===== config.mk =====
export PLATFORM = sky130hd
export DESIGN_NAME = rbf_ram
export DESIGN_NICKNAME = d
export VERILOG_FILES = /design/src/rtl/rbf_ram.sv
export SDC_FILE = /design/constraint.sdc
export NUM_CORES = 1
export LEC_CHECK = 0
export ABC_AREA = 1
export BUFFER_PORTS_ARGS = -buffer_cell sky130_fd_sc_hd__buf_2
export CAP_MARGIN = 10
export CORE_UTILIZATION = 61
export CTS_CLUSTER_SIZE = 28
export DETAILED_ROUTE_END_ITERATION = 10
export GPL_TIMING_DRIVEN = 1
export PLACE_DENSITY = 0.79
export SLEW_MARGIN = 40
export SYNTH_ARGS = -nofsm -noshare
export SYNTH_HDL_FRONTEND = slang
export SYNTH_SLANG_ARGS = --single-unit

===== constraint.sdc =====
create_clock -name clock -period 1.96 [get_ports clock]
set_input_delay 0.588 -clock clock [delete_from_list [all_inputs] [get_ports clock]]
set_output_delay 0.588 -clock clock [all_outputs]
set_load 0.01 [all_outputs]

===== src/rtl/rbf_ram.sv =====
// Generic single-write, single-read RAM with registered read data.
`timescale 1ns / 1ps
module rbf_ram #(
   parameter int WIDTH = 8,
   parameter int DEPTH = 16
) (
   input  logic                     clock,
   input  logic                     we,
   input  logic [$clog2(DEPTH)-1:0] waddr,
   input  logic [WIDTH-1:0]         wdata,
   input  logic [$clog2(DEPTH)-1:0] raddr,
   output logic [WIDTH-1:0]         rdata
);
   logic [WIDTH-1:0] mem_ff [DEPTH];
   logic [WIDTH-1:0] rdata_ff;

   always_ff @(posedge clock) begin
      if (we) begin
         mem_ff[waddr] <= wdata;
      end
      rdata_ff <= mem_ff[raddr];
   end

   assign rdata = rdata_ff;
endmodule


==> metrics.md <==
| Metric | Value |
|---|---|
| Number of global-route vias before repair | 3,901 |
| Synthesis-stage register bit count | 136 |
| Worst r2r path cells | 6 |
| Cell area after synthesis | 5770 sq um |
| Nets | 612 |
| Placed inst area | 6090 sq um |
| Dpl hpwl | 7550 um |
| Synth area leader | edfxtp_1 |
| Crit path largest cell delay | 360 ps |
| Crit path max fanout | 1 |
| R2R Path End | rdata[5] |
| Yosys Warn Count | 0 |
| Chip width | 99.2 um |
| Clk sink count | 136 |
| Area Growth Syn to Fin | 16.3% |
| CTS Hold Bufs | 0 |
| RePlAce Congestion | 0.872 |
| First-pass GRT wire length | 20,100 um |
| Hold Path Class | input port to register |
| Largest net degree at the start of global routing | 65 |
| Skew final | 5.04 ps |
| RSZ-0062 raised after global routing | no |
| Most frequent cells in the layout | nand2_1 (173), edfxtp_1 (128), inv_1 (100) |
| Clock Latency Late Sink | 510 ps |
| Syn Nets | 569 |
| Diodes inserted | 0 |
| CP Data Arrival Time | 1010 ps |
| # setup viols final | 0 |
| Critical hold path startpoint | raddr[3] |
| Outcome | completed |
| Fin. Hold Viols | 0 |
| Synth Instances | 551 |
| Tmin final | 1600 ps |
| Leading cell type in the layout, fill and taps excluded | nand2_1 |
| Initial cell density of the core | 62.7% |
| Worst Hold Depth | 3 |
| Max-Cap Viols | 0 |
| Core area | 9200 sq um |
| VDD IR max | 0.779 mV |
| Row count | 35 |
| Bufs and invs on worst path | 1 |
| Mapped Avg Cell Area | 10.5 sq um |
| CTS tree | done |
| Critical-path top delay cell | dfxtp_1 |
| Gr usage total | 28.4% |
| FF-to-FF setup slack | 930 ps |
| Final slew viol count | 0 |
| Clk buf depth | 2 |
| Die Y | 99.2 um |
| Worst Setup SP | rdata[1] |
| Hold endpoint | rdata[7] |
| Vias per std cell | 5.58 |
| Synth area leaders | edfxtp_1 (67%), nand2_1 (11%), nand3_1 (8.4%), inv_1 (6.5%), dfxtp_1 (2.8%) |
| Worst Path Required | 1370 ps |
| Layout cells sized above 1 | 13.2% |
| Fill cells | 583 |
| Setup bufs post-CTS | 0 |
| Distinct cell type count after synthesis | 12 |
| Crit start category | register |
| Initial drt markers | 489 |
| IO buf count | 25 |
| Initial antenna violation count | 0 |
| DRC | 0 |
| Crit-path cells | buf_2 |
| Crit. End Element | output port |
| Post-DR wirelength/cell | 18.1 um |
| H-tree Lvls | 4 |
| Die ar. | 9850 sq um |
| CP Class | register to output port |
| I/O Pins | 26 |
| Final period util | 81.4% |
| Top delay family on crit path | flip-flops |
| GRT overflow | 0 |
| Wirelength, routed | 13,000 um |
| CTS root buf | clkbuf_8 |
| Yosys top cell area share | 66.7% |
| Worst-Margin Slew | 503 ps |
| Fmax | 626 MHz |
| Total Neg Setup Slack | 0 ps |
| Reg-to-Reg Start | mem_ff[15][5] |
| PD cells | 1040 nW/um^2 |
| Static Leak | 2.95 nW |
| Clk pin slew, worst setup/hold paths | 60 ps |
| DRT antenna net count | 0 |
| Via count | 3,999 |
| Post-CTS resize count | 0 |
| First-pass iteration count of the detailed router | 6 |
| Seq/Total Area, Yosys | 69.4% |
| CTS Buf Count | 17 |
| Normalized max-slew margin | 66.4% |
| Final Instance Area | 6710 sq um |
## cells in the mapped netlist (all sizes together)
library cell,number
edfxtp,128
buf,24
inv,102
nand3,97
dfxtp,8
nand3b,2
nand2,173
nor2,17
## power breakdown
group	internal [mW]	leakage, nW	total (mW)	switching, mW
logic	0.127	1.43	0.412	0.285
clock network	2.18	0.301	3.32	1.14
registers	3.25	1.22	3.27	0.0188
total	5.56	2.95	7.00	1.44
## state kept, by name, summed over array words and instances, names as in the netlist
register / count
rdata: 8
mem_ff: 128
## metrics by stage
step           worst slack [ps]  power [mW]  util (%)  std cells  hold slack, ps
2_1_floorplan               421        3.57         -        551             607
5_1_grt                     359        7.17      72.9        717             455
3_5_place_dp                192        3.73      66.2        686             667
6_report                    364        7.00      72.9        717             444
4_1_cts                     366        7.02      72.9        717             431
3_3_place_gp                216        3.72      66.2        686             638
## layer usage
layer  vias to the layer above  part of all wire, %  track usage, %
met5                         -                    0               0
met3                        22                   10            7.03
li1                       1854                    -               -
met4                         0                  2.0            11.2
met2                       270                   49            45.9
met1                      1853                   38            37.3
## worst max-delay path by stage
stage,end,cells after the start,slack [ps]
2_1_floorplan,mem_ff[10][0],2,420
3_3_place_gp,rdata[2],8,220
3_5_place_dp,rdata[0],8,190
4_1_cts,rdata[1],1,370
5_1_grt,rdata[1],1,360
6_report,rdata[1],1,360
## cell families (layout without fill, tap and decap cells)
kind of cell,after synthesis,in the layout,synth area share [%]
buffers and inverters,126,181,9.52
flip-flops,136,136,69.4
AND/OR/NAND/NOR,289,289,21.0
## layout make-up
type                       instances  area [sq um]  area share (%)
clock inverter                    13           203            3.02
multi-input combinational        289          1210            18.1
sequential                       136          4000            59.7
timing repair buffer              48           348            5.19
tap                              111           139            2.07
inverter                         102           383            5.71
clock buffer                      18           418            6.23
(Power assumes the default switching activity.)
